===== src/lmwc_pkg.sv =====
// Shared constants, action codes and types for the lag-256 multiply-with-carry generator.
// No dependencies; imported by every module of the block.
`default_nettype none
package lmwc_pkg;

   localparam int LAG_DEPTH_DEFAULT = 256;

   localparam logic [31:0] MWC_MULT   = 32'd809430660;
   localparam logic [31:0] CARRY_INIT = 32'd362436;
   localparam logic [31:0] LCG_MULT   = 32'd1664525;
   localparam logic [31:0] LCG_INC    = 32'd1013904223;

   localparam logic [1:0] ACT_DRAW   = 2'd0;
   localparam logic [1:0] ACT_RESEED = 2'd1;
   localparam logic [1:0] ACT_LOAD   = 2'd2;

   // Status of the reseed fill sequencer as seen by the controller.
   typedef struct packed {
      logic active;
      logic write;
   } fill_status_type;

endpackage
`default_nettype wire


===== src/lmwc_mwc_unit.sv =====
// Multiply-with-carry datapath: constant multiply stage, then carry add and carry register.
// Depends on lmwc_pkg for the multiplier and the carry start value.
`default_nettype none
module lmwc_mwc_unit (
   input  wire logic        clock,
   input  wire logic        reset,
   input  wire logic        restart,
   input  wire logic        mul_en,
   input  wire logic        add_en,
   input  wire logic [31:0] lag_word,
   output logic      [31:0] new_word
);
   import lmwc_pkg::*;

   logic [63:0] product_ff;
   logic [31:0] carry_ff;
   logic [63:0] sum;

   assign sum      = product_ff + {32'd0, carry_ff};
   assign new_word = sum[31:0];

   always_ff @(posedge clock) begin
      if (mul_en) begin
         product_ff <= {32'd0, lag_word} * {32'd0, MWC_MULT};
      end
   end

   always_ff @(posedge clock) begin
      if (reset || restart) begin
         carry_ff <= CARRY_INIT;
      end else if (add_en) begin
         carry_ff <= sum[63:32];
      end
   end

endmodule
`default_nettype wire


===== config.mk =====
export PLATFORM = sky130hd
export DESIGN_NAME = lmwc_mwc_unit
export DESIGN_NICKNAME = d
export VERILOG_FILES = /design/src/lmwc_pkg.sv /design/src/lmwc_mwc_unit.sv
export SDC_FILE = /design/constraint.sdc
export NUM_CORES = 1
export LEC_CHECK = 0
export ABC_AREA = 1
export BUFFER_PORTS_ARGS = -buffer_cell sky130_fd_sc_hd__buf_2
export CAP_MARGIN = 0
export CORE_ASPECT_RATIO = 1.1
export CORE_MARGIN = 3
export CORE_UTILIZATION = 35
export CTS_CLUSTER_DIAMETER = 60
export DETAILED_ROUTE_END_ITERATION = 6
export SLEW_MARGIN = 15
export SYNTH_ARGS = -nofsm -noshare
export SYNTH_HDL_FRONTEND = slang
export SYNTH_SLANG_ARGS = --single-unit

===== constraint.sdc =====
create_clock -name clock -period 7.5 [get_ports clock]
set_clock_uncertainty 0.15 [all_clocks]
set_input_delay 0.375 -clock clock [delete_from_list [all_inputs] [get_ports clock]]
set_output_delay 0.375 -clock clock [all_outputs]
set_load 0.01 [all_outputs]

==> Word-level counts from Yosys, hierarchy flattened <==
Index checks and enable logic that the tools add are counted.
W data, S select, Z words.
{ "totals": {"ff_bits": 92, "output_inout_bits": 32, "inputBits": 37, "word_cells": 5} }
{ "op_classes": {"n_reduce_logical": 1, "addsub": 1, "n_mul": 1} }
{ "op_table": {"columns": ["op", "n"], "rows": [
  ["$add A62 B32 Y63", 1],
  ["$mul A32 B28 Y60 const B", 1],
  ["$logic_or A1 B1 Y1", 1]
]} }

==> Longest topological paths before layout <==
{ "depth": {"depth_word": 1, "mapped_depth": 26, "mapped_depth_nobuf": 26} }

==> Worst setup path after synthesis <==
OpenSTA, ideal clock, no wires.
{ "synth_timing": {"kind": "input port to flip-flop", "startpoint": "in lag_word[11]", "endpoint": "reg product_ff[41], data pin", "setup_ns": 0.259, "required_time_ns": 7.091, "path_buffers": 0, "setup_slack_ns": 1.587, "t_arrival_ns": 5.504, "cell_stages": 21, "cell_sequence": "inv_1 -> fa_1 -> inv_1 -> fa_1 -> inv_1 -> fa_1 -> fa_1 -> fa_1 -> inv_1 -> fa_1 -> inv_1 -> fa_1 -> inv_1 -> ha_1 -> a21oi_1 -> o21ai_0 -> o21bai_1 -> or2_1 -> nand2_1 -> nand2_1 -> xor2_1"} }
{ "synth_between": {"elab_chain_cells": 1} }
{ "synth_lines": {"columns": ["element", "line_no", "source"], "rows": [
  ["start: declaration", "lmwc_mwc_unit.sv:10", "input wire logic [31:0] lag_word,"],
  ["$mul A32 B28 Y60", "lmwc_mwc_unit.sv:24", "product_ff <= {32'd0, lag_word} * {32'd0, MWC_MULT};"],
  ["end signal: assignment", "lmwc_mwc_unit.sv:24", null],
  ["end: declaration", "lmwc_mwc_unit.sv:15", "logic [63:0] product_ff;"]
]} }
No other way between the ends.
A chain may end at the register's enable or synchronous reset.

==> Worst setup path after layout <==
{ "layout_timing": {"startpoint": "in lag_word[9]", "endpoint": "reg product_ff[37], data pin"} }
The elaborated chain is that of the path after synthesis.

==> reports/qor.txt <==
Yosys top cell area share: 28.1%
hpwl dp: 62,300 um
FFs w/ async S/R, synth: 0%
post-synthesis mux area share: 0%
first-pass GRT wire length: 107,000 um
syn avg cell area: 7.78 um^2
FF-to-FF Start: carry_ff[2]$_SDFFE_PP1P_
crit path DAT: 6.62 ns
nets@finish: 3,743
Crit path largest cell delay: 0.65 ns
status: finished, final reports clean
PortBufs: 68
wire per inst: 17.8 um
total CTS buffers: 9
post-cts hold buffer count: 0
DRT Pass-1 Iters: 4
diode count: 0
Iter 0 DRT Violations: 1,035
DIE AREA: 0.0696 mm^2
area leader, netlist: fa_1
routed vias: 18,224
kind of critical path: in2reg
Seq cells post-synth: 91
Max Freq: 150 MHz
die width: 252 um
Post-synth EDFFs: 60
GPL Wtd Cong: 0.955
max-cap violations: 0
all-layer global routing usage: 20.1%
CP Max Fanout: 9
fin crit share: 89.0%
Fillers: 6,954
Post-Synth Simple-Gate Area: 19.4%
clock tree buffer depth: 2
Die Height: 276 um
via/cell ratio: 4.69
H-tree levels: 3
share of layout cells above drive strength 1: 6.72%
Initial Utilization: 35.6%
Worst Path Required: 7.45 ns
worst hold path startpoint: lag_word[1]
count leader, synth: inv_1
Synth Area in XOR/XNOR: 3.16%
max-slew violations: 0
startpoint types: input port
Yosys Warn Count: 0
most used cell, CP: fa_1
Hold Crit Depth: 1
antenna-violating nets left: 0
Adder-Cell Fraction of Synth Area: 46.9%
Syn Inst Count: 2,992
setup TNS: 0 ns
post_cts resized: 0
TritonCTS clock tree: built
Buf/Inv on CP: 7
Top FF cell, synth: edfxtp_1
most common library cells after synthesis: inv_1, nand2_1, ha_1
worst hold path type: in2reg
synthesized area: 0.0233 mm^2
Crit Reg-Reg Endpoint: carry_ff[24]$_SDFFE_PP0P_
combinational family with the most area after synthesis: adder cells
Worst-Margin Slew: 0.794 ns
Final setup violation count: 0
Syn-to-layout area delta: 6.16%
element type at the critical path end: flip-flop
Reg clk slew, reported paths: 0.06 ns
vias in the first global route: 19,019
WHS Endpoint: product_ff[3]$_DFFE_PP_
Clock Tree Root: clkbuf_16
CTS sink count: 91
complex-gate fraction of the synthesized area: 4.92%
Max-slew headroom: 47.0%
Setup Fix Bufs, Post-CTS: 0
DR DRC count: 0
post-synthesis sequential area ratio: 10.4%
Syn Nets: 3,705
unrepaired setup endpoints after global routing: false
R2R depth: 15
worst skew pair latency: 0.36 ns
initial antenna violation count: 0
post-layout min period: 6.67 ns
R2R setup slack: 4.87 ns
core area: 0.0654 mm^2
IO Pins: 69
final wirelength: 69,100 um
largest net degree at the start of global routing: 61
cell-by-cell trace of the critical path: buf_2 -> inv_1 -> fa_1 -> inv_1 -> fa_1 -> inv_1 -> fa_1 -> fa_1 -> fa_1 -> inv_1 -> fa_1 -> inv_1 -> fa_1 -> inv_1 -> ha_1 -> a21oi_1 -> o21ai_0 -> a21oi_1 -> nand3_1 -> nand2_1 -> nand2_1 -> xor2_1
post-synth cell types: 47
Final Hold Vio Count: 0
synth top area cells: fa_1, ha_1, inv_1
grt total ovfl: 0
crit-path leading delay family: adder cells
row cnt: 98
Slowest cell on crit path: fa_1
## sequential cells by signal, summed over array words and instances (netlist names)
register	flops
product_ff	60
carry_ff	31
## per-layer routing
layer	wire length, um	vias up	global-route usage [%]	part of all wire [%]
met4	2410	0	6.76	3.5
met1	29600	8673	25.7	43
met5	0	-	0	0
met3	2520	101	1.58	3.7
li1	-	9068	-	-
met2	34500	382	35.9	50
## cells in the final DEF, fill, tap and decap left out, types with 3 or more instances in the layout
| master | n |
|---|---|
| inv_2 | 17 |
| a21oi_1 | 95 |
| nand4_1 | 26 |
| nand3_2 | 14 |
| nand2_1 | 542 |
| xor2_1 | 66 |
| xnor2_1 | 18 |
| o21ai_0 | 43 |
| a21oi_2 | 3 |
| a21o_1 | 4 |
| nand3_1 | 119 |
| or2_2 | 6 |
| nor3_1 | 17 |
| buf_2 | 68 |
| a21boi_0 | 8 |
| nor3_2 | 8 |
| nor2_4 | 6 |
| nand2_2 | 27 |
| nor2_2 | 29 |
| fa_1 | 327 |
| o21bai_1 | 16 |
| a31oi_1 | 6 |
| nor2_1 | 227 |
| inv_1 | 845 |
| ha_1 | 349 |
| dfxtp_1 | 31 |
| edfxtp_1 | 60 |
| nand3b_1 | 4 |
| o21ai_1 | 16 |
| clkbuf_16 | 9 |
## metrics by stage
step | util, % | setup slack, ns | hold WS [ns] | std cells | instance area [um^2]
final | 37.8 | 0.827 | 0.275 | 3885 | 24700
after global routing | 37.8 | 0.478 | 0.265 | 3885 | 24700
after CTS | 37.8 | 0.875 | 0.257 | 3885 | 24700
after detailed placement | 37.3 | 0.502 | 0.311 | 3869 | 24400
after global placement | 37.3 | 0.499 | 0.308 | 3869 | 24400
after floorplan | - | 1.59 | 0.295 | 2992 | 23300
## area by class of cell
type / instances / area, um^2 / area share, %
clock inverters: 5 / 62.6 / 0.253
multi-input cells: 1995 / 17300 / 70.1
clock buffers: 11 / 243 / 0.983
inverters: 863 / 3240 / 13.1
well taps: 850 / 1060 / 4.31
flip-flops and latches: 91 / 2420 / 9.81
repair buffers: 70 / 355 / 1.44
## cell families (layout without fill, tap and decap cells)
kind of cell / Yosys count / in the layout
AND/OR/NAND/NOR: 1034 / 1034
buffers and inverters: 906 / 949
adder cells (fa/ha/maj): 676 / 676
AO/OA/AOI/OAI: 201 / 201
flip-flops: 91 / 91
XOR/XNOR: 84 / 84
## worst max path at each step
stage	slack [ns]	end	cells after the start	start
after floorplan	1.59	product_ff[41]$_DFFE_PP_	21	lag_word[11]
after global placement	0.50	product_ff[37]$_DFFE_PP_	22	lag_word[9]
after detailed placement	0.50	product_ff[37]$_DFFE_PP_	22	lag_word[10]
after CTS	0.88	product_ff[37]$_DFFE_PP_	22	lag_word[9]
after global routing	0.48	product_ff[37]$_DFFE_PP_	22	lag_word[9]
final	0.83	product_ff[37]$_DFFE_PP_	22	lag_word[9]
## worst reg2reg max path, stage by stage, from the launching register on
cell	delay [ns]
dfxtp_1	0.38
ha_1	0.22
inv_1	0.07
fa_1	0.39
inv_1	0.13
nand3_1	0.10
nand3_2	0.12
nand2_1	0.06
nand2_1	0.12
nand2_1	0.09
nand3_2	0.18
nand2_1	0.16
nand3_1	0.10
nand3_1	0.11
nand2_1	0.10
inv_1	0.03
Power is not shown: default switching activity piles up to over one toggle a cycle in this logic, so the estimate is an artifact.
