### src/lmwc_pkg.sv
// Shared constants, action codes and types for the lag-256 multiply-with-carry generator.
// No dependencies; imported by every module of the block.
`default_nettype none
package lmwc_pkg;

   localparam int LAG_DEPTH_DEFAULT = 256;

   localparam logic [31:0] MWC_MULT   = 32'd809430660;
   localparam logic [31:0] CARRY_INIT = 32'd362436;
   localparam logic [31:0] LCG_MULT   = 32'd1664525;
   localparam logic [31:0] LCG_INC    = 32'd1013904223;

   localparam logic [1:0] ACT_DRAW   = 2'd0;
   localparam logic [1:0] ACT_RESEED = 2'd1;
   localparam logic [1:0] ACT_LOAD   = 2'd2;

   // Status of the reseed fill sequencer as seen by the controller.
   typedef struct packed {
      logic active;
      logic write;
   } fill_status_type;

endpackage
`default_nettype wire

### src/lmwc_seeder.sv
// Reseed sequencer: steps the congruential sequence one value a cycle and writes
// every nonzero value to the next lag word. Depends on lmwc_pkg.
`default_nettype none
module lmwc_seeder #(
   parameter int LAG_DEPTH = lmwc_pkg::LAG_DEPTH_DEFAULT,
   parameter int PTR_W     = $clog2(LAG_DEPTH)
) (
   input  wire logic                      clock,
   input  wire logic                      reset,
   input  wire logic                      start_fill,
   input  wire logic [31:0]               seed,
   output lmwc_pkg::fill_status_type      status,
   output logic      [PTR_W-1:0]          fill_addr,
   output logic      [31:0]               fill_data
);
   import lmwc_pkg::*;

   logic             active_ff;
   logic [31:0]      value_ff;
   logic [PTR_W-1:0] count_ff;
   logic [31:0]      value_in;
   logic             write;

   assign value_in  = value_ff * LCG_MULT + LCG_INC;
   assign write     = active_ff && (value_in != 32'd0);
   assign fill_addr = count_ff;
   assign fill_data = value_in;
   assign status    = '{active: active_ff, write: write};

   always_ff @(posedge clock) begin
      if (reset) begin
         active_ff <= 1'b0;
         count_ff  <= '0;
      end else if (start_fill) begin
         active_ff <= 1'b1;
         count_ff  <= '0;
      end else if (write) begin
         count_ff <= count_ff + 1'b1;
         if (count_ff == PTR_W'(LAG_DEPTH - 1)) begin
            active_ff <= 1'b0;
         end
      end
   end

   always_ff @(posedge clock) begin
      if (start_fill) begin
         value_ff <= seed;
      end else if (active_ff) begin
         value_ff <= value_in;
      end
   end

endmodule
`default_nettype wire

### config.mk
export PLATFORM = sky130hd
export DESIGN_NAME = lmwc_seeder
export DESIGN_NICKNAME = d
export VERILOG_FILES = /design/src/lmwc_pkg.sv /design/src/lmwc_seeder.sv
export SDC_FILE = /design/constraint.sdc
export NUM_CORES = 1
export LEC_CHECK = 0
export BUFFER_PORTS_ARGS = -buffer_cell sky130_fd_sc_hd__clkbuf_2
export CORE_MARGIN = 5
export CORE_UTILIZATION = 58
export CTS_CLUSTER_SIZE = 25
export DETAILED_ROUTE_END_ITERATION = 16
export GPL_TIMING_DRIVEN = 0
export PLACE_DENSITY = 0.89
export SLEW_MARGIN = 20
export SYNTH_ARGS = -nofsm -noshare
export SYNTH_HDL_FRONTEND = slang
export SYNTH_SLANG_ARGS = --single-unit
export TNS_END_PERCENT = 30
### constraint.sdc
create_clock -name clock -period 22.5 [get_ports clock]
set_clock_uncertainty 0.05 [all_clocks]
set_input_delay 3.375 -clock clock [delete_from_list [all_inputs] [get_ports clock]]
set_output_delay 3.375 -clock clock [all_outputs]
set_load 0.005 [all_outputs]
-- Word-level counts from Yosys, hierarchy flattened
Cells that the tools add are included.
W data, S select, Z words.
- reduce and logical (&&, ||, !) cells: 7
- $mul: 1
- $add $sub $neg: 2
- eq/ne operators: 1
- muxes and demuxes: 5
- operators by type and width (cell ; count):
    $mux W32 ; 2
    $add A32 B30 Y32 const B ; 1
    $mul A32 B21 Y32 const B ; 1
    $reduce_bool A32 Y1 ; 1
    $add A8 B1 Y8 const B ; 1
    $eq A8 B8 Y1 const B ; 1
    $reduce_bool A2 Y1 ; 3
    $mux W1 ; 3
    $reduce_and A2 Y1 ; 1
    $reduce_or A2 Y1 ; 1
    $logic_and A1 B1 Y1 ; 1
- register bits: 41
- output and inout port bits: 42
- input port bits: 35
- logic and storage cells: 19

-- Longest topological paths before layout
- word-level depth: 6
- mapped depth: 28
- mapped depth without buffers: 26

-- Least setup slack after synthesis
OpenSTA, ideal clock, no wires.
- path kind: register -> output
- start: register value_ff[1]
- end: output port status[0] (netlist bit)
- buffers on the path: 3
- arrival: 7000 ps
- path slack: 12075 ps
- required time: 19075 ps
- cell stages (with the launch flop): 27
- cells stage by stage: edfxtp_1 > inv_1 > ha_1 > inv_1 > fa_1 > fa_1 > inv_1 > fa_1 > inv_1 > fa_1 > fa_1 > inv_1 > fa_1 > inv_1 > ha_1 > clkbuf_1 > a21o_1 > a31oi_1 > and4b_1 > nand4_1 > a21o_1 > a221oi_1 > nand4_1 > o41ai_4 > buf_6 > inv_4 > buf_4
- longest elaborated chain between the ends: 4
- ends and longest elaborated chain (what ; RTL line ; text):
    start, declared ; lmwc_seeder.sv:19 ; logic [31:0] value_ff;
    start signal, assigned ; lmwc_seeder.sv:49 ; value_ff <= value_in;
    $mul A32 B21 Y32 ; lmwc_seeder.sv:24 ; assign value_in = value_ff * LCG_MULT + LCG_INC;
    $add A32 B30 Y32 ; lmwc_seeder.sv:24 ;
    $reduce_bool A32 Y1 ; lmwc_seeder.sv:25 ; assign write = active_ff && (value_in != 32'd0);
    $logic_and A1 B1 Y1 ; lmwc_seeder.sv:25 ;
    end, declared ; lmwc_seeder.sv:12 ; output lmwc_pkg::fill_status_type status,
No other way between the ends.

-- Worst setup path after layout
Ends and elaborated chain as after synthesis.

==> metrics list <==
* Status: finished, final reports clean
* CTS tree: done
- STA classifies the critical path endpoint as an output port.
* Worst-case hold slack: 0.4451 ns
* Chip Height: roughly 140 µm
- Data on the critical path arrives at its endpoint at 8.55 ns.
* Diodes inserted: 0
- Most common library cell in the layout ignoring fill and taps: inv_1
- Of the available clock period, the critical path in the final layout requires 0.5324.
- Worst-skew pair later-pin latency: roughly 0.3 ns
* Die area: 18,950 µm²
* Average wire length per cell after detail routing: 19.85 µm
- The number of hold buffers added after CTS was 0.
- After floorplanning, the core was divided into 46 placement rows.
- The first routing iteration left roughly 650 violations.
- The via count of the first global-routing pass is a little under 8,000.
* Data required time at the worst endpoint: 19.08 ns
* Flip-flop and latch count after synthesis: 41
- Worst hold path cell count: 2
* Worst Min Path Start: fill_addr[7]$_SDFFE_PP0P_
- Of the total synthesized cell area, the portion taken by full adders, half adders and majority gates is 0.5035.
- In the layout the commonest cells are inv_1, ha_1, fa_1.
- Critical Path Source Type: flip-flop
* Std-Cell Core Area: 15,940 µm²
- In this run the cell area of the synthesized design comes to roughly 9500 µm².
* Final WL: 25,740 µm
- Max-cap violations: 0
- Die width: between 100 and 150 µm
* Final setup violation count: 0
* Unrepaired setup endpoints after global routing: no
- After clock tree synthesis, the clock-pin slew on the worst setup and hold paths is ~0.070 ns.
- Post-CTS Setup Repair Bufs: 0
* Min-Delay Path Class: reg -> reg
- Counting flops with a built-in enable in the synthesized netlist gives 32.
- For this run, the leading register cell type out of synthesis is edfxtp_1.
* Routability cong.: 0.9615
- Distinct cell type count after synthesis: 70
* XOR/XNOR share of the synthesized area: 0.03971
- The first global-routing pass estimated between 40,000 and 50,000 µm of wire.
* Synthesized Nets: around 1,300
* Total number of yosys warnings: 0
* GRT Resource Usage Total: 0.2818
- Across all setup checks in the final design, the least slack found is between 10 and 15 ns.
- Post-detailed-route count of antenna-violating nets: 0
- Maximum number of pins on one net before global-route repair: 33
- Simple-gate share of the synthesized area: 0.07651
* IO Pins: 77
* Pre-CTS setup slack: 10.93 ns
- The number of max-slew violations in the final report came to 0.
- Input and output buffers added on the ports amount to 76.
* Initial DRT Pass Iterations: 6
* Initial antenna violation count: 0
* Number of buffers created by CTS: 5
* Combinational family with the most area after synthesis: adder cells
* Vias per Instance: 5.704
- Critical Path Source: value_ff[1]$_DFFE_PP_
- The total overflow left after global routing is 0.
- Number of clock sinks seen by CTS: 41
* Root buf cell: clkbuf_16
* R2R cell count: 27
- Async set-reset flop share out of synthesis: 0
* Avg Cell Area, Syn: roughly 9.5 µm²
- Slew @ Worst Pin: 0.9939 ns
- Resize count post-CTS: 0
- Proportion of layout cells with a drive suffix above 1: 0.1360
- The synthesized-area fraction occupied by ao, oa, aoi and oai cells is 0.1121.
- Sequential cell area fraction in the yosys report: 0.1207
* Fraction of synthesized area in multiplexers: 0.02012
- For the finished layout, the period the worst path requires is 11.98 ns.
- Static timing analysis puts the maximum clock frequency at approximately 83 MHz.
* Worst slew margin relative to its limit: 0.3329
- Setup total negative slack on the finished layout was measured at 0 ns.
- Synth Instances: 997
* Worst Path Class, Setup: reg -> out
- Number of nets at the end of the flow: approximately 1,400
- Summing over every cut layer, the via total after detailed routing is 7,398.
* Max Root-Sink Buffers: 2
* Post-detailed-route DRC marker count: 0
- Number of H-tree branching levels: 2
- In this run the worst path has a maximum fanout of 10.
* Final hold violation count: 0
- Initial Util: 0.5929
- Detailed placer's ending HPWL: between 20,000 and 25,000 µm
- The area growth from synthesis to layout is 8.471%.
- The worst register-to-register path begins at value_ff[1]$_DFFE_PP_.
## cells in the mapped netlist (3+ instances only)
cell type	number	share of area
inv_1	290	0.12
ha_1	158	0.21
fa_1	139	0.29
nand2_1	48	0.019
o21ai_0	34	0.018
edfxtp_1	32	0.10
xnor2_1	31	0.029
a21oi_1	26	0.014
nor2_1	19	0.0075
mux2_2	16	0.019
a21o_1	13	0.010
nand4_1	12	0.0079
xor2_1	10	0.0093
a31oi_1	9	0.0060
dfxtp_1	9	0.019
nand3_1	9	0.0048
a21oi_2	8	0.0074
clkbuf_1	8	0.0032
o211ai_1	8	0.0064
o21ai_2	7	0.0065
or3_1	7	0.0046
and2_1	6	0.0040
nor3_1	6	0.0032
o21a_1	6	0.0048
o21ai_1	6	0.0032
buf_2	5	0.0026
o2111ai_1	5	0.0046
o21bai_1	5	0.0040
and3_1	4	0.0026
or2_2	4	0.0026
a211oi_1	3	0.0024
and4_1	3	0.0028
buf_1	3	0.0012
nand2b_1	3	0.0020
nand3b_1	3	0.0024
or3_2	3	0.0024
## flip-flops by register name, indices dropped and copies added (netlist names)
register   flops
value_ff      32
active_ff      1
fill_addr      8
## worst max-delay path, cell delays in order (launching register included)
cell	delay (ns)
edfxtp_1	0.60
inv_1	0.21
ha_1	0.43
inv_1	0.08
fa_1	0.45
fa_1	0.52
fa_1	0.55
inv_1	0.09
fa_1	0.55
inv_1	0.06
fa_1	0.54
inv_1	0.06
fa_1	0.53
inv_1	0.04
ha_1	0.27
clkbuf_1	0.20
a21oi_1	0.25
o21ai_1	0.22
a21oi_1	0.38
o2111ai_1	0.21
nor4_2	0.27
nand4_1	0.14
or4_4	0.57
o41ai_4	0.49
buf_6	0.23
inv_4	0.05
buf_4	0.12
clkbuf_2	0.10
## final cells by class
type                    instances  area (µm²)
multi-input cells             644        7108
fillers                      1233        5689
flip-flops and latches         41        1141
inverters                     291        1095
repair buffers                 76       380.4
well taps                     216       270.3
clock buffers                   5       125.1
plain buffers                  21       108.9
clock inverters                 3       25.02
## kinds of logic (layout without fill, tap and decap cells)
logic type,after synthesis,count (layout)
buffers and inverters,312,396
adders and majority gates,297,297
AOI/OAI and AO/OA,150,150
and+or+nand+nor,138,138
xor gates and xnor gates,42,42
DFF,41,41
muxes,17,17
## metrics by stage
stage          utilization  cell area (µm²)  cells
2_1_floorplan            -             9453    997
3_3_place_gp        0.6337            10100   1289
3_5_place_dp        0.6337            10100   1289
4_1_cts             0.6431            10250   1297
5_1_grt             0.6431            10250   1297
6_report            0.6431            10250   1297
## metal layers
layer,GRT usage,up-vias,share of wire
li1,-,3354,-
met1,0.3504,3614,0.38
met2,0.4932,344,0.51
met3,0.03141,86,0.065
met4,0.1253,0,0.047
met5,0,-,0
## final timing paths
path | endpoint | slack (ns)
max | status[0] | 10.52
min | fill_addr[7]$_SDFFE_PP0P_ | 0.45
max reg2reg | fill_addr[0]$_SDFFE_PP0P_ | 14.12
min reg2reg | fill_addr[7]$_SDFFE_PP0P_ | 0.45
Power is left out: the tool's default activity adds up to more than one toggle a clock period on the data nets, which glitch-free logic cannot reach.
